===== src/sv/sdz_pkg.sv =====
`timescale 1ns / 1ps
`default_nettype none
// ----------------------------------------------------------------------------
// Stick dead zone package
// Shared constants, register codes and the lane control bundle.
// ----------------------------------------------------------------------------
package sdz_pkg;

  localparam int SAMPLE_WIDTH_DEF  = 16;
  localparam int FRACTION_BITS_DEF = 14;
  localparam int THRESH_W          = 15;
  localparam int MODE_W            = 2;
  localparam int KIND_W            = 2;
  localparam int CFG_IDX_W         = 2;

  localparam logic [CFG_IDX_W-1:0] CFG_LOWER = 2'd0;
  localparam logic [CFG_IDX_W-1:0] CFG_UPPER = 2'd1;
  localparam logic [CFG_IDX_W-1:0] CFG_MODE  = 2'd2;

  localparam logic [MODE_W-1:0] MODE_AXIAL    = 2'd0;
  localparam logic [MODE_W-1:0] MODE_RADIAL   = 2'd1;
  localparam logic [MODE_W-1:0] MODE_UNSCALED = 2'd2;
  localparam logic [MODE_W-1:0] MODE_UNUSED   = 2'd3;

  localparam logic [KIND_W-1:0] KIND_BOOL  = 2'd0;
  localparam logic [KIND_W-1:0] KIND_ONE   = 2'd1;
  localparam logic [KIND_W-1:0] KIND_TWO   = 2'd2;
  localparam logic [KIND_W-1:0] KIND_THREE = 2'd3;

  localparam logic [THRESH_W-1:0] LOWER_RST = 15'd3277;
  localparam logic [THRESH_W-1:0] UPPER_RST = 15'd16384;
  localparam logic [MODE_W-1:0]   MODE_RST  = MODE_AXIAL;

  typedef struct packed {
    logic                use_remap;
    logic                scaled;
    logic [THRESH_W-1:0] lower;
    logic [THRESH_W-1:0] upper;
  } lane_ctl_t;

endpackage
`default_nettype wire


===== src/sv/sdz_lane.sv =====
`timescale 1ns / 1ps
`default_nettype none
// ----------------------------------------------------------------------------
// Dead zone lane
// Remaps a magnitude, then scales one axis by remap/magnitude.
// ----------------------------------------------------------------------------
module sdz_lane #(
  parameter int SW = sdz_pkg::SAMPLE_WIDTH_DEF,
  parameter int FB = sdz_pkg::FRACTION_BITS_DEF
) (
  input  wire logic                    clk,
  input  wire logic                    rst_n,
  input  wire logic                    en,
  input  wire logic                    in_valid,
  input  wire logic signed [SW-1:0]    in_axis,
  input  wire logic [SW-1:0]           in_den,
  input  wire sdz_pkg::lane_ctl_t      in_ctl,
  output logic                         out_valid,
  output logic signed [SW-1:0]         out_axis
);

  localparam int TW = sdz_pkg::THRESH_W;
  localparam int MW = (FB + 1 > TW) ? FB + 1 : TW;
  localparam int PW = SW + MW;
  localparam int EW = ((SW > TW) ? SW : TW) + 1;

  typedef struct packed {
    logic signed [SW-1:0] axis;
    logic [SW-1:0]        den;
    logic                 use_remap;
    logic                 div_sel;
    logic [MW-1:0]        m_const;
    logic [TW-1:0]        range;
  } car_t;

  typedef struct packed {
    logic signed [SW-1:0] axis;
    logic [SW-1:0]        den;
    logic                 use_remap;
  } tail_t;

  // Entry stage.
  logic [EW-1:0] den_e, lo_e, hi_e, d_e;
  logic [TW-1:0] range_w;
  logic          below_s, below_u, full;
  car_t          car_in;
  logic [TW-1:0] rem_in;

  always_comb begin
    den_e   = EW'(in_den);
    lo_e    = EW'(in_ctl.lower);
    hi_e    = EW'(in_ctl.upper);
    range_w = in_ctl.upper - in_ctl.lower;
    d_e     = den_e - lo_e;
    below_s = (den_e <= lo_e);
    below_u = (den_e < lo_e);
    full    = (d_e >= EW'(range_w));
    car_in.axis      = in_axis;
    car_in.den       = in_den;
    car_in.use_remap = in_ctl.use_remap;
    car_in.range     = range_w;
    car_in.div_sel   = in_ctl.scaled && !below_s && !full;
    if (in_ctl.scaled) begin
      car_in.m_const = (!below_s && full) ? (MW'(1) << FB) : '0;
    end else if (below_u) begin
      car_in.m_const = '0;
    end else if (den_e >= hi_e) begin
      car_in.m_const = MW'(in_ctl.upper);
    end else begin
      car_in.m_const = MW'(in_den);
    end
    rem_in = d_e[TW-1:0];
  end

  logic          ent_vld_r;
  car_t          ent_car_r;
  logic [TW-1:0] ent_rem_r;

  always_ff @(posedge clk) begin
    if (!rst_n) begin
      ent_vld_r <= 1'b0;
    end else if (en) begin
      ent_vld_r <= in_valid;
    end
  end

  always_ff @(posedge clk) begin
    if (en) begin
      ent_car_r <= car_in;
      ent_rem_r <= rem_in;
    end
  end

  // Remap divider: one quotient bit per stage.
  logic [FB-1:0] rv_r;
  car_t          rc_r   [FB];
  logic [TW-1:0] rrem_r [FB];
  logic [FB-1:0] rq_r   [FB];

  logic [FB-1:0] rv_src;
  car_t          rc_src   [FB];
  logic [TW-1:0] rrem_src [FB];
  logic [FB-1:0] rq_src   [FB];
  logic [TW:0]   racc     [FB];
  logic [FB-1:0] rfit;
  logic [TW-1:0] rrem_nxt [FB];
  logic [FB-1:0] rq_nxt   [FB];

  always_comb begin
    rv_src[0]   = ent_vld_r;
    rc_src[0]   = ent_car_r;
    rrem_src[0] = ent_rem_r;
    rq_src[0]   = '0;
    for (int k = 1; k < FB; k++) begin
      rv_src[k]   = rv_r[k-1];
      rc_src[k]   = rc_r[k-1];
      rrem_src[k] = rrem_r[k-1];
      rq_src[k]   = rq_r[k-1];
    end
    for (int k = 0; k < FB; k++) begin
      racc[k]     = {rrem_src[k], 1'b0};
      rfit[k]     = (racc[k] >= {1'b0, rc_src[k].range});
      rrem_nxt[k] = rfit[k] ? TW'(racc[k] - {1'b0, rc_src[k].range}) : TW'(racc[k]);
      rq_nxt[k]   = {rq_src[k][FB-2:0], rfit[k]};
    end
  end

  always_ff @(posedge clk) begin
    if (!rst_n) begin
      rv_r <= '0;
    end else if (en) begin
      rv_r <= rv_src;
    end
  end

  always_ff @(posedge clk) begin
    if (en) begin
      for (int k = 0; k < FB; k++) begin
        rc_r[k]   <= rc_src[k];
        rrem_r[k] <= rrem_nxt[k];
        rq_r[k]   <= rq_nxt[k];
      end
    end
  end

  // Multiply stage.
  car_t          rc_last;
  logic [MW-1:0] m_sel;
  logic [SW-1:0] mag;
  tail_t         tail_in;

  always_comb begin
    rc_last = rc_r[FB-1];
    m_sel   = rc_last.div_sel ? MW'(rq_r[FB-1]) : rc_last.m_const;
    mag     = rc_last.axis[SW-1] ? SW'(-rc_last.axis) : SW'(rc_last.axis);
    tail_in.axis      = rc_last.axis;
    tail_in.den       = rc_last.den;
    tail_in.use_remap = rc_last.use_remap;
  end

  logic          mul_vld_r;
  logic [PW-1:0] mul_prod_r;
  tail_t         mul_tail_r;

  always_ff @(posedge clk) begin
    if (!rst_n) begin
      mul_vld_r <= 1'b0;
    end else if (en) begin
      mul_vld_r <= rv_r[FB-1];
    end
  end

  always_ff @(posedge clk) begin
    if (en) begin
      mul_prod_r <= PW'(mag) * PW'(m_sel);
      mul_tail_r <= tail_in;
    end
  end

  // Product divider: quotient fits MW bits since the axis never exceeds the divisor.
  logic [MW-1:0] dv_r;
  tail_t         dt_r   [MW];
  logic [SW-1:0] drem_r [MW];
  logic [MW-1:0] dlow_r [MW];
  logic [MW-1:0] dq_r   [MW];

  logic [MW-1:0] dv_src;
  tail_t         dt_src   [MW];
  logic [SW-1:0] drem_src [MW];
  logic [MW-1:0] dlow_src [MW];
  logic [MW-1:0] dq_src   [MW];
  logic [SW:0]   dacc     [MW];
  logic [MW-1:0] dfit;
  logic [SW-1:0] drem_nxt [MW];
  logic [MW-1:0] dlow_nxt [MW];
  logic [MW-1:0] dq_nxt   [MW];

  always_comb begin
    dv_src[0]   = mul_vld_r;
    dt_src[0]   = mul_tail_r;
    drem_src[0] = mul_prod_r[PW-1:MW];
    dlow_src[0] = mul_prod_r[MW-1:0];
    dq_src[0]   = '0;
    for (int k = 1; k < MW; k++) begin
      dv_src[k]   = dv_r[k-1];
      dt_src[k]   = dt_r[k-1];
      drem_src[k] = drem_r[k-1];
      dlow_src[k] = dlow_r[k-1];
      dq_src[k]   = dq_r[k-1];
    end
    for (int k = 0; k < MW; k++) begin
      dacc[k]     = {drem_src[k], dlow_src[k][MW-1]};
      dfit[k]     = (dacc[k] >= {1'b0, dt_src[k].den});
      drem_nxt[k] = dfit[k] ? SW'(dacc[k] - {1'b0, dt_src[k].den}) : SW'(dacc[k]);
      dlow_nxt[k] = dlow_src[k] << 1;
      dq_nxt[k]   = {dq_src[k][MW-2:0], dfit[k]};
    end
  end

  always_ff @(posedge clk) begin
    if (!rst_n) begin
      dv_r <= '0;
    end else if (en) begin
      dv_r <= dv_src;
    end
  end

  always_ff @(posedge clk) begin
    if (en) begin
      for (int k = 0; k < MW; k++) begin
        dt_r[k]   <= dt_src[k];
        drem_r[k] <= drem_nxt[k];
        dlow_r[k] <= dlow_nxt[k];
        dq_r[k]   <= dq_nxt[k];
      end
    end
  end

  // Sign restore and pass-through select.
  tail_t                dt_last;
  logic [SW-1:0]        q_sw;
  logic signed [SW-1:0] axis_nxt;
  logic                 out_valid_r;
  logic signed [SW-1:0] out_axis_r;

  always_comb begin
    dt_last = dt_r[MW-1];
    q_sw    = SW'(dq_r[MW-1]);
    if (!dt_last.use_remap || (dt_last.den == '0)) begin
      axis_nxt = dt_last.axis;
    end else if (dt_last.axis[SW-1]) begin
      axis_nxt = -$signed(q_sw);
    end else begin
      axis_nxt = $signed(q_sw);
    end
  end

  always_ff @(posedge clk) begin
    if (!rst_n) begin
      out_valid_r <= 1'b0;
    end else if (en) begin
      out_valid_r <= dv_r[MW-1];
    end
  end

  always_ff @(posedge clk) begin
    if (en) begin
      out_axis_r <= axis_nxt;
    end
  end

  assign out_valid = out_valid_r;
  assign out_axis  = out_axis_r;

endmodule
`default_nettype wire


===== config.mk =====
export PLATFORM = sky130hd
export DESIGN_NAME = sdz_lane
export DESIGN_NICKNAME = d
export VERILOG_FILES = /design/src/sv/sdz_pkg.sv /design/src/sv/sdz_lane.sv
export SDC_FILE = /design/constraint.sdc
export NUM_CORES = 2
export LEC_CHECK = 0
export BUFFER_PORTS_ARGS = -buffer_cell sky130_fd_sc_hd__buf_2
export CAP_MARGIN = 5
export CORE_MARGIN = 4
export CORE_UTILIZATION = 32
export CTS_BUF_LIST = sky130_fd_sc_hd__clkbuf_8
export DETAILED_ROUTE_END_ITERATION = 12
export PLACE_DENSITY = 0.45
export REMOVE_ABC_BUFFERS = 1
export SETUP_SLACK_MARGIN = 0.02
export SLEW_MARGIN = 20
export SYNTH_ARGS = -nofsm -noshare
export SYNTH_HDL_FRONTEND = slang
export SYNTH_SLANG_ARGS = --single-unit
export TNS_END_PERCENT = 10

===== constraint.sdc =====
create_clock -name clk -period 10.7 [get_ports clk]
set_clock_uncertainty 0.1 [all_clocks]
set_input_delay 2.14 -clock clk [delete_from_list [all_inputs] [get_ports clk]]
set_output_delay 2.14 -clock clk [all_outputs]
set_load 0.03 [all_outputs]

==> results.toml <==
[timing]
relSlewSlack_pct = 21.3
slew_viol_final = 0
hold_ws_ns = 0.265
rsz0062_at_grt = "false"
fmax_mhz = 110
final_hold_viol_count = 0
fin_crit_sh_pct = 85.3
worstMarginPinSlew_ns = 1.18
fin_crit_ns = 9.13
setup_violations = 0
final.setup.tns_ns = 0
fin_ws_ns = 1.57

[pwr]
power.switching_w = 0.0119
cellPowerDensity_mw_per_mm2 = 285
clockPowerShare_pct = 22.2
pwr-share-seq_pct = 38.4
totalPowerFinal_w = 0.0338
comb_power_share_pct = 39.4
internal-power_w = 0.0220
swShare_pct = 35.1
worst_ir_drop_vdd_uv = 510
p_leak_nw = 46.4

[outcome]
outcome = "complete, no violations"

[yosys]
ys_seq_area_share_pct = 65.8
syn_inst = 7270
synthesis.area_sq_mm = 0.105
yosysTopAreaCellShare_pct = 65.2
netlist_top_cells_area = "edfxtp_1 (65%), ha_1 (7.2%), fa_1 (4.0%)"
synth_flop_cell = "edfxtp_1"
synth_cell_types = 78
synth_area_leader_cell = "edfxtp_1"
synth_edf_count = 2284
syn_avg_cell_area_sq_um = 14.5
ys_warn_count = 0
ys_ff_latch = 2316
synth-async-reset-ratio_pct = 0

[cts]
cts_resized = 0
cts_setup_buffers = 0
cts_tree = "built"
clk_latency_ns = 1.04
cts_made_buffers = 403
cts_buffer_depth = 4
htreeDepth = 5
clockRootBuffer = "clkbuf_8"
cts_sinks = 2316
cts.clk_slew.worst_paths_ns = 0.06
postCtsHoldBufs = 0

[detailed_routing]
drtPass1Iterations = 7
drtAntennaViolNets = 0
finalWirelength_mm = 205
wire_per_inst_microns = 16.5
drt_iter0_markers = 2815
via_per_inst = 4.53
dr_total_vias = 56200
drc = 0

[run]
drv_cap = 0

[critical_path]
cp_data_arrival_time_ns = 9.77
path_max_fanout = 11
crit_path_end_kind = "flop"
critPathLaunchType = "flop"
slowest_delay_ns = 0.80
crit_start = "rc_r[1][368]"
cp.required_ns = 11.35
reg2reg_from = "rc_r[1][368]"
cp_slowest_cell = "xnor2_1"
crit_type = "reg -> reg"
cp_common_cell = "fa_1"

[global_route]
overflow = 0
grt_max_degree = 189
antenna_found_initial = 6
gr-usage-all-layers_pct = 11.9
grt_pass1_wl_mm = 325
grt_pass1_vias = 58900

[floorplan]
pin_count = 85
die-area_sq_mm = 0.338
initial_core_util_pct = 32.1
die_w_microns = 581
die_h_microns = 581
rows = 210
core_sq_mm = 0.327

[finish]
n_fill_cell = 31300
layout_commonest_cell = "edfxtp_1"
fin_util_pct = 36.3
layout.nets = 8619
area_growth_pct = 13.0
drive_above_1_share_pct = 9.47
regArea_sq_mm = 0.0692
final_cell_mix = "edfxtp_1 (2284), inv_1 (1024), ha_1 (605), nor2_1 (577), clkbuf_8 (407)"
multi_input_area_sq_mm = 0.0324

[placed_design]
dp_slack_ns = 1.72
place_congestion = 0.817
io_buffers = 84
hpwl_mm = 143

[hold_path]
min_from = "rq_r[0][86]"
hold_path.class = "reg -> reg"
-- critical path: cells and delay by family, from the launching register on --
kind	cells	cell delay (ns)
AND/OR/NAND/NOR	5	1.30
AO/OA/AOI/OAI	8	1.99
adder cells (fa/ha/maj)	8	3.58
flip-flops	1	0.52
buffers and inverters	5	0.47
XOR/XNOR	2	0.88
-- kinds of logic (layout without fill, tap and decap cells) --
logic type,count (synthesis),in the layout,synth area share (%)
AO/OA/AOI/OAI,1082,1082,6.64
XOR/XNOR,361,361,3.01
AND/OR/NAND/NOR,1374,1374,6.06
flip-flops,2316,2316,65.8
adder cells (fa/ha/maj),814,814,11.2
buffers and inverters,950,1745,3.44
other,0,3,0
multiplexers,373,373,3.89
-- through the flow --
stage          instance area, sq um  instances
2_1_floorplan                105000       7198
3_3_place_gp                 111000      11700
3_5_place_dp                 111000      11700
4_1_cts                      119000      12400
5_1_grt                      119000      12400
6_report                     119000      12400
-- area by class of cell --
class	instances	share of cell area (%)
Clock buffer	407	4.71
Timing Repair Buffer	134	0.825
Inverter	878	2.77
Multi-Input combinational cell	4004	27.3
Sequential cell	2316	58.2
Clock inverter	326	1.59
Tap cell	4346	4.57
Antenna cell	3	0.00632
-- metal layers --
| metal | share of wire (%) | wire [microns] | vias up | track usage, % |
|---|---|---|---|---|
| met5 | 0 | 0 | - | 0 |
| met4 | 3.5 | 7210 | 0 | 4.66 |
| met3 | 3.7 | 7490 | 466 | 1.94 |
| met2 | 50 | 101000 | 954 | 20.7 |
| met1 | 43 | 88600 | 27300 | 14.8 |
| li1 | - | - | 27500 | - |
-- registers in the layout, indices dropped and copies added (netlist names), 14 cells and up --
name / cells
dv_r: 15
rv_r: 14
rrem_r: 195
out_axis: 16
dlow_r: 105
rc_r: 881
dt_r: 495
ent_car_r: 64
mul_prod_r: 31
dt_src: 33
drem_r: 224
rq_r: 105
ent_rem_r: 15
dq_r: 120
-- path summary, 6_finish.rpt --
check | endpoint | slack [ns] | cells after the start
max | mul_prod_r[23] | 1.57 | 28
min | rq_r[0][101] | 0.27 | 0
max reg2reg | mul_prod_r[23] | 1.57 | 28
min reg2reg | rq_r[0][101] | 0.27 | 0
-- power groups by stage --
stage,clock (W),sequential (W),combinational [W]
detailed placement,0,0.0132,0.0134
finish,0.00751,0.0130,0.0133
floorplan,0,0.0128,0.0102
global placement,0,0.0132,0.0132
CTS,0.00793,0.0131,0.0135
global route,0.00836,0.0132,0.0151
-- cells in the mapped netlist (95+ instances only) --
master,number
xnor2_1,256
a21oi_1,294
fa_1,209
o21ai_1,102
nand2_1,286
mux2_2,95
inv_1,868
mux2_1,185
ha_1,605
xor2_1,105
nor2_1,577
a21o_1,127
o21ai_0,127
edfxtp_1,2284
nand4_1,118
nor2b_1,111
(Power assumes the default switching activity.)
