[src/sv/sdz_pkg.sv]
`timescale 1ns / 1ps
`default_nettype none
// ----------------------------------------------------------------------------
// Stick dead zone package
// Shared constants, register codes and the lane control bundle.
// ----------------------------------------------------------------------------
package sdz_pkg;

  localparam int SAMPLE_WIDTH_DEF  = 16;
  localparam int FRACTION_BITS_DEF = 14;
  localparam int THRESH_W          = 15;
  localparam int MODE_W            = 2;
  localparam int KIND_W            = 2;
  localparam int CFG_IDX_W         = 2;

  localparam logic [CFG_IDX_W-1:0] CFG_LOWER = 2'd0;
  localparam logic [CFG_IDX_W-1:0] CFG_UPPER = 2'd1;
  localparam logic [CFG_IDX_W-1:0] CFG_MODE  = 2'd2;

  localparam logic [MODE_W-1:0] MODE_AXIAL    = 2'd0;
  localparam logic [MODE_W-1:0] MODE_RADIAL   = 2'd1;
  localparam logic [MODE_W-1:0] MODE_UNSCALED = 2'd2;
  localparam logic [MODE_W-1:0] MODE_UNUSED   = 2'd3;

  localparam logic [KIND_W-1:0] KIND_BOOL  = 2'd0;
  localparam logic [KIND_W-1:0] KIND_ONE   = 2'd1;
  localparam logic [KIND_W-1:0] KIND_TWO   = 2'd2;
  localparam logic [KIND_W-1:0] KIND_THREE = 2'd3;

  localparam logic [THRESH_W-1:0] LOWER_RST = 15'd3277;
  localparam logic [THRESH_W-1:0] UPPER_RST = 15'd16384;
  localparam logic [MODE_W-1:0]   MODE_RST  = MODE_AXIAL;

  typedef struct packed {
    logic                use_remap;
    logic                scaled;
    logic [THRESH_W-1:0] lower;
    logic [THRESH_W-1:0] upper;
  } lane_ctl_t;

endpackage
`default_nettype wire

[src/sv/sdz_sqrt.sv]
`timescale 1ns / 1ps
`default_nettype none
// ----------------------------------------------------------------------------
// Pipelined integer square root
// One root bit per stage, truncating, with a sideband carried alongside.
// ----------------------------------------------------------------------------
module sdz_sqrt #(
  parameter int SW = sdz_pkg::SAMPLE_WIDTH_DEF,
  parameter int DW = 8
) (
  input  wire logic            clk,
  input  wire logic            rst_n,
  input  wire logic            en,
  input  wire logic            in_valid,
  input  wire logic [2*SW-1:0] in_rad,
  input  wire logic [DW-1:0]   in_side,
  output logic                 out_valid,
  output logic [SW-1:0]        out_root,
  output logic [DW-1:0]        out_side
);

  logic [SW-1:0]   vld_r;
  logic [2*SW-1:0] rad_r  [SW];
  logic [SW+1:0]   rem_r  [SW];
  logic [SW-1:0]   root_r [SW];
  logic [DW-1:0]   side_r [SW];

  logic [SW-1:0]   vld_src;
  logic [2*SW-1:0] rad_src  [SW];
  logic [SW+1:0]   rem_src  [SW];
  logic [SW-1:0]   root_src [SW];
  logic [DW-1:0]   side_src [SW];

  logic [2*SW-1:0] rad_nxt  [SW];
  logic [SW+1:0]   rem_nxt  [SW];
  logic [SW-1:0]   root_nxt [SW];
  logic [SW+1:0]   acc      [SW];
  logic [SW+1:0]   trial    [SW];
  logic [SW-1:0]   fit;

  always_comb begin
    vld_src[0]  = in_valid;
    rad_src[0]  = in_rad;
    rem_src[0]  = '0;
    root_src[0] = '0;
    side_src[0] = in_side;
    for (int k = 1; k < SW; k++) begin
      vld_src[k]  = vld_r[k-1];
      rad_src[k]  = rad_r[k-1];
      rem_src[k]  = rem_r[k-1];
      root_src[k] = root_r[k-1];
      side_src[k] = side_r[k-1];
    end
    for (int k = 0; k < SW; k++) begin
      acc[k]      = {rem_src[k][SW-1:0], rad_src[k][2*SW-1 -: 2]};
      trial[k]    = {root_src[k], 2'b01};
      fit[k]      = (acc[k] >= trial[k]);
      rem_nxt[k]  = fit[k] ? (acc[k] - trial[k]) : acc[k];
      root_nxt[k] = {root_src[k][SW-2:0], fit[k]};
      rad_nxt[k]  = rad_src[k] << 2;
    end
  end

  always_ff @(posedge clk) begin
    if (!rst_n) begin
      vld_r <= '0;
    end else if (en) begin
      vld_r <= vld_src;
    end
  end

  always_ff @(posedge clk) begin
    if (en) begin
      for (int k = 0; k < SW; k++) begin
        rad_r[k]  <= rad_nxt[k];
        rem_r[k]  <= rem_nxt[k];
        root_r[k] <= root_nxt[k];
        side_r[k] <= side_src[k];
      end
    end
  end

  assign out_valid = vld_r[SW-1];
  assign out_root  = root_r[SW-1];
  assign out_side  = side_r[SW-1];

endmodule
`default_nettype wire

[config.mk]
export PLATFORM = sky130hd
export DESIGN_NAME = sdz_sqrt
export DESIGN_NICKNAME = d
export VERILOG_FILES = /design/src/sv/sdz_pkg.sv /design/src/sv/sdz_sqrt.sv
export SDC_FILE = /design/constraint.sdc
export NUM_CORES = 1
export LEC_CHECK = 0
export BUFFER_PORTS_ARGS = -buffer_cell sky130_fd_sc_hd__clkbuf_2
export CAP_MARGIN = 0
export CORE_ASPECT_RATIO = 0.7
export CORE_MARGIN = 2
export CORE_UTILIZATION = 55
export CTS_BUF_LIST = sky130_fd_sc_hd__clkbuf_2
export DETAILED_ROUTE_END_ITERATION = 8
export PLACE_DENSITY = 0.79
export SYNTH_ARGS = -nofsm -noshare
export SYNTH_HDL_FRONTEND = slang
export SYNTH_SLANG_ARGS = --single-unit
[constraint.sdc]
create_clock -name clk -period 4.4 [get_ports clk]
set_input_delay 0.66 -clock clk [delete_from_list [all_inputs] [get_ports clk]]
set_output_delay 0.66 -clock clk [all_outputs]
set_load 0.01 [all_outputs]
==> results of run 1 <==
==> cells in the final DEF (no fill, tap or decap), types with 11 or more instances in the layout <==
| cell | instances |
|---|---|
| nor2b_1 | 34 |
| o21a_1 | 39 |
| nand2_1 | 101 |
| ha_1 | 152 |
| a21boi_0 | 11 |
| mux2i_1 | 19 |
| xnor2_1 | 100 |
| nor2_1 | 135 |
| nand3_1 | 41 |
| a211oi_1 | 13 |
| a21o_1 | 21 |
| or3_1 | 13 |
| dlygate4sd3_1 | 86 |
| nand2b_1 | 23 |
| xor2_1 | 54 |
| o21ai_0 | 91 |
| nor3_1 | 41 |
| o31ai_1 | 18 |
| clkbuf_2 | 316 |
| mux2_2 | 43 |
| dfxtp_1 | 16 |
| edfxtp_1 | 728 |
| buf_4 | 14 |
| a21oi_1 | 111 |
| clkinv_1 | 29 |
| nor4_1 | 25 |
| nand4_1 | 20 |
| inv_1 | 184 |
==> kinds of logic (layout without fill, tap and decap cells) <==
kind of cell               count (synthesis)  count (layout)  synth area share (%)
and+or+nand+nor                          499             499                 7.911
xor gates and xnor gates                 154             154                 4.232
other                                      1               5               0.01177
AOI/OAI and AO/OA                        365             365                 7.239
adders and majority gates                152             152                 5.967
DFF                                      744             744                 69.60
muxes                                     67              67                 2.352
buffers and inverters                    215             656                 2.689
==> worst register-to-register path, stage by stage, from the launching register on <==
cell and delay (ps):
edfxtp_1 380, inv_1 50, ha_1 360, and2b_1 210, o31ai_1 390, a21oi_1 210
o21ai_0 380, a211oi_1 260, nor2_1 150, buf_4 240, mux2_2 370
==> path summary, 6_finish.rpt <==
kind | startpoint | endpoint | slack [ps] | depth (start not counted)
setup reg to reg | root_r[1][48] | rem_r[1][77] | 1120 | 10
hold reg to reg | rad_r[1][26] | rad_r[1][58] | 350 | 0
setup / recovery | root_r[1][48] | rem_r[1][77] | 1120 | 10
hold / removal | rst_n | vld_r[6] | 270 | 3
==> stage by stage <==
| step | instance area (um2) | utilization, % | setup slack (ps) | hold WS, ps |
|---|---|---|---|---|
| 2_1_floorplan | 31870 | - | 1672 | 400.3 |
| 3_3_place_gp | 33250 | 58.33 | 1287 | 400.1 |
| 3_5_place_dp | 33250 | 58.33 | 1223 | 404.5 |
| 4_1_cts | 35640 | 62.52 | 1133 | 44.84 |
| 5_1_grt | 35650 | 62.54 | 940.3 | 170.2 |
| 6_report | 35650 | 62.54 | 1124 | 266.8 |
==> cell type report <==
type / count / area [um2] / area share (%)
well taps: 750 / 938.4 / 2.633
clock inverters: 46 / 282.8 / 0.7933
inverters: 186 / 698.2 / 1.959
flip-flops and latches: 744 / 22180 / 62.23
diodes: 4 / 10.01 / 0.02808
repair buffers: 175 / 1456 / 4.086
multi-input cells: 1238 / 8832 / 24.78
clock buffers: 249 / 1246 / 3.496
==> timing repair <==
action                    in CTS  in global routing
hold endpoints to repair     185                  0
setup buffers                  0                  0
hold buffers                  86                  0
==> registers in the layout (all words and copies together), names as in the netlist <==
signal and count:
root_r 136, rad_r 240, vld_r 16, rem_r 224, side_r 128
==> per-layer routing <==
layer  global-route usage, %  vias up  part of all wire, %
li1                        -     8953                    -
met1                   27.46     8626                   47
met2                   29.57      585                   45
met3                   4.871       89                  6.7
met4                   7.916        0                  1.9
met5                       0        -                    0
==> power groups by stage <==
stage	clock, uW	sequential [uW]	combinational, uW
3_5_place_dp	0	9170	2430
4_1_cts	4480	9010	2510
6_report	4330	9010	2550
3_3_place_gp	0	9140	2340
5_1_grt	4860	9090	2820
2_1_floorplan	0	9020	1800
==> flow_summary.ini, run 1 <==
[outcome]
status = complete, no violations

[power_and_ir_drop]
p_sw_share_pct = 27.93
pwr-share-comb_pct = 16.1
power_frac_clock_pct = 27.2
p_leak_uw = 0.01390
ir_drop_v = 0.0002991
p_switching_uw = 4439
powerDensity_nw_per_um2 = 445.9
power_uw = 15890
p_seq_share_pct = 56.7
p_int_uw = 11450

[timing]
tns_ps = 0
slew_viol_final = 0
worst_pin_slew_ps = 990.5
maxSlewHeadroom_pct = 33.36
hold_viol = 0
setup_viol = 0
finClkSkew_ps = 106.0
rsz0062_at_grt = no
fmax_mhz = 305.2
finalCriticalPeriod_ps = 3276
fin_crit_sh_pct = 74.46

[cells_and_area]
nets = 2712
final-instance-count-excl-fill = 3392
area_delta_synth_final_pct = 11.84
drive_gt1_share_pct = 16.11
n_fill_cell = 4223

[clocking]
clockBufferDepth = 3
h-tree-depth = 4
clk_pin_slew_worst_paths_ps = 130
cts_tree = built
cts_resized = 0
cts_buffers = 171
clkLatencyLatePin_ps = 1350
clock-sinks = 744
cts_root_buf = clkbuf_2

[critical_path]
cp_cell_sequence = inv_1 > ha_1 > and2b_1 > o31ai_1 > a21oi_1 > o21ai_0 > a211oi_1 > nor2_1 > buf_4 > mux2_2
crit_buf_inv = 2
crit_arrival_ps = 4280
end_kind = flip-flop
critPathKind = flip-flop to flip-flop
worstPathMaxFanout = 13
worst_path_max_delay_cell = o31ai_1
path_delay_family = compound AO/OA/AOI/OAI gates
start_kind = flip-flop
required_ps = 5400
slowest_delay_ps = 390

[logic_synthesis]
synth.most_common_cell = edfxtp_1
synth_common_cells = edfxtp_1 (728), inv_1 (184), ha_1 (152)
yosys-top-cells-area = edfxtp_1 (69%), ha_1 (6.0%), xnor2_1 (2.7%), inv_1 (2.2%), a21oi_1 (1.7%)
synth_edf_count = 728
synth_top_area_cell = edfxtp_1
synth_cell_types = 81
yosys_warnings = 0
synth_top_area_share_pct = 68.59
synth_ff_type = edfxtp_1
seq_area_frac_synth_pct = 69.60
postSynthAreaPerCell_um2 = 14.51
ys_ff_latch = 744
synth_fp_nets = 2393
syn_area_um2 = 31870
synthArstFlopShare_pct = 0
syn_inst = 2197

[job]
drv_cap = 0

[route]
wire_per_inst_um = 16.81
vias = 18253
drt_pass1_iterations = 5
detail-route-antenna-nets = 0
drt_iter0_markers = 1529
routed_wl_um = 57040
post-route-drc-count = 0
vias_per_cell = 5.381

[grt]
grt_max_degree = 111
antenna_found_initial = 2
grt_usage_pct = 19.58
grt_pass1_wl_um = 92350
grt_remaining_overflow = 0
grt_pass1_vias = 18194

[die]
core_area_um2 = 56990
die-height_um = 205.4
start_util_pct = 55.92
fp.dieArea_um2 = 59920
dieWidth_um = 291.7
rows = 73
io_pins = 69

[placement]
hpwlAfterDp_um = 36670
gp_congestion = 0.9232
portBuffers = 68
dp_cells = 3007

[hold_path]
holdCritPathClass = primary input to flip-flop
(Power assumes the default switching activity.)
==> inputs of run 2 (changes only) <==
==> constraint.sdc (replaced) <==
create_clock -name clk -period 3.2 [get_ports clk]
set_input_delay 0.48 -clock clk [delete_from_list [all_inputs] [get_ports clk]]
set_output_delay 0.48 -clock clk [all_outputs]
set_load 0.01 [all_outputs]
==> run 2 against run 1 <==
Effect of this change: fmax rose by 7.0%; die area unchanged; critical path depth shrank 2; combinational power up 40%; clock power increased by 39%; highest routed layer unchanged; sequential share of layout area is 0.50 points lower; largest cell class unchanged; core utilization grew 0.51 points; non-clock buffer count rose by 28; clock-buffer cell count is 3 lower; first-iteration DRC count is 11% lower; sequential power increased by 38%; wire length up 0.26%.
==> flow_summary.ini, run 2 (synthesized netlist as in run 1, its figures left out) <==
[outcome]
status = complete, no violations

[timing]
fin_crit_sh_pct = 95.66
setup_viol = 0
tns_ps = 0
fmax_mhz = 326.7
slew_viol_final = 0
finClkSkew_ps = 113.5
hold_viol = 0
rsz0062_at_grt = no
maxSlewHeadroom_pct = 45.52
worst_pin_slew_ps = 809.7
finalCriticalPeriod_ps = 3061

[grt]
grt_pass1_vias = 18510
grt_remaining_overflow = 0
grt_pass1_wl_um = 91870
grt_max_degree = 107
grt_usage_pct = 19.27
antenna_found_initial = 3

[critical_path]
crit_buf_inv = 1
crit_arrival_ps = 4000
worst_path_max_delay_cell = ha_1
cp_cell_sequence = ha_1 > nand4_1 > or3_1 > o41ai_4 > nor3_1 > a21oi_1 > buf_6 > mux2_2
path_delay_family = compound AO/OA/AOI/OAI gates
end_kind = flip-flop
worstPathMaxFanout = 12
critPathKind = flip-flop to flip-flop
slowest_delay_ps = 500
required_ps = 4130
start_kind = flip-flop

[die]
io_pins = 69
die-height_um = 205.4
start_util_pct = 55.92
rows = 73
core_area_um2 = 56990
fp.dieArea_um2 = 59920
dieWidth_um = 291.7

[route]
post-route-drc-count = 0
vias_per_cell = 5.375
drt_iter0_markers = 1362
wire_per_inst_um = 16.71
routed_wl_um = 57180
detail-route-antenna-nets = 0
drt_pass1_iterations = 5
vias = 18398

[clocking]
clk_pin_slew_worst_paths_ps = 130
cts_tree = built
cts_root_buf = clkbuf_2
h-tree-depth = 4
clkLatencyLatePin_ps = 1260
clock-sinks = 744
clockBufferDepth = 3
cts_buffers = 169

[cells_and_area]
final_cell_mix = edfxtp_1 (728), clkbuf_2 (313), inv_1 (184), ha_1 (152), nor2_1 (135)
mostFrequentLayoutCell = edfxtp_1
drive_gt1_share_pct = 17.07
nets = 2738
regMostFlops = rad_r
largest_registers = rad_r: 240 flops, rem_r: 224 flops, root_r: 136 flops
area_delta_synth_final_pct = 12.75
largest_reg_flops = 240

[placement]
gp_congestion = 0.9222
hpwlAfterDp_um = 36470
portBuffers = 68

[power_and_ir_drop]
ir_drop_v = 0.0004525
p_seq_share_pct = 56.4
pwr-share-comb_pct = 16.2
p_int_uw = 15810
p_sw_share_pct = 28.03
powerDensity_nw_per_um2 = 611.5
p_switching_uw = 6158
power_frac_clock_pct = 27.4
power_uw = 21970
p_leak_uw = 0.01403

[hold_path]
holdCritPathClass = primary input to flip-flop

[job]
drv_cap = 0
## run 2: power by group through the flow
stage,combinational (uW),clock [uW],sequential [uW]
6_report,3570,6010,12400
5_1_grt,3960,6750,12500
4_1_cts,3490,6200,12400
3_5_place_dp,3380,0,12600
3_3_place_gp,3250,0,12600
2_1_floorplan,2480,0,12400
## run 2: final timing paths
check                from            to  slack (ps)  cells after the start
max          rem_r[1][84]  rem_r[1][94]         140                      8
max reg2reg  rem_r[1][84]  rem_r[1][94]         140                      8
min                 rst_n     vld_r[15]         190                      3
min reg2reg  rad_r[1][26]  rad_r[1][58]         340                      0
## run 2: per-layer routing
metal	global-route usage, %	wire [um]
met1	26.58	26480
met4	6.535	1061
met3	5.066	3685
met5	0	0
met2	29.97	25950
## run 2: cell type report
type	count	area (um2)
Sequential cell	744	22180
Fill cell	4186	21060
Multi-Input combinational cell	1238	8870
Timing Repair Buffer	203	1675
Clock buffer	246	1231
Tap cell	750	938.4
Inverter	186	698.2
Clock inverter	49	322.8
Antenna cell	7	17.52
## run 2: worst register-to-register path, delay by kind of cell, from the launching register on
family | cells | cell delay, ps
mux | 1 | 360
flops | 1 | 400
simple gates | 3 | 630
buf+inv | 1 | 210
fa+ha+maj | 1 | 500
compound gates | 2 | 680
## run 2: repair_timing
action | in CTS | in global routing
gates resized for setup | 0 | 8
hold buffers | 88 | 0
setup endpoints to repair | 0 | 43
endpoints found under the hold margin | 675 | 0
buffers inserted | 0 | 4
## run 2: stage by stage
stage          hold slack (ps)  cell area (um2)  util, %  worst slack [ps]  cells
2_1_floorplan            400.3            31870        -             471.9   2197
4_1_cts                  62.00            35850    62.89             30.19   3412
6_report                 193.5            35930    63.05             138.8   3423
3_3_place_gp             400.3            33410    58.62             191.1   3029
3_5_place_dp             404.5            33410    58.62             81.33   3029
5_1_grt                  82.99            35930    63.05             10.19   3423
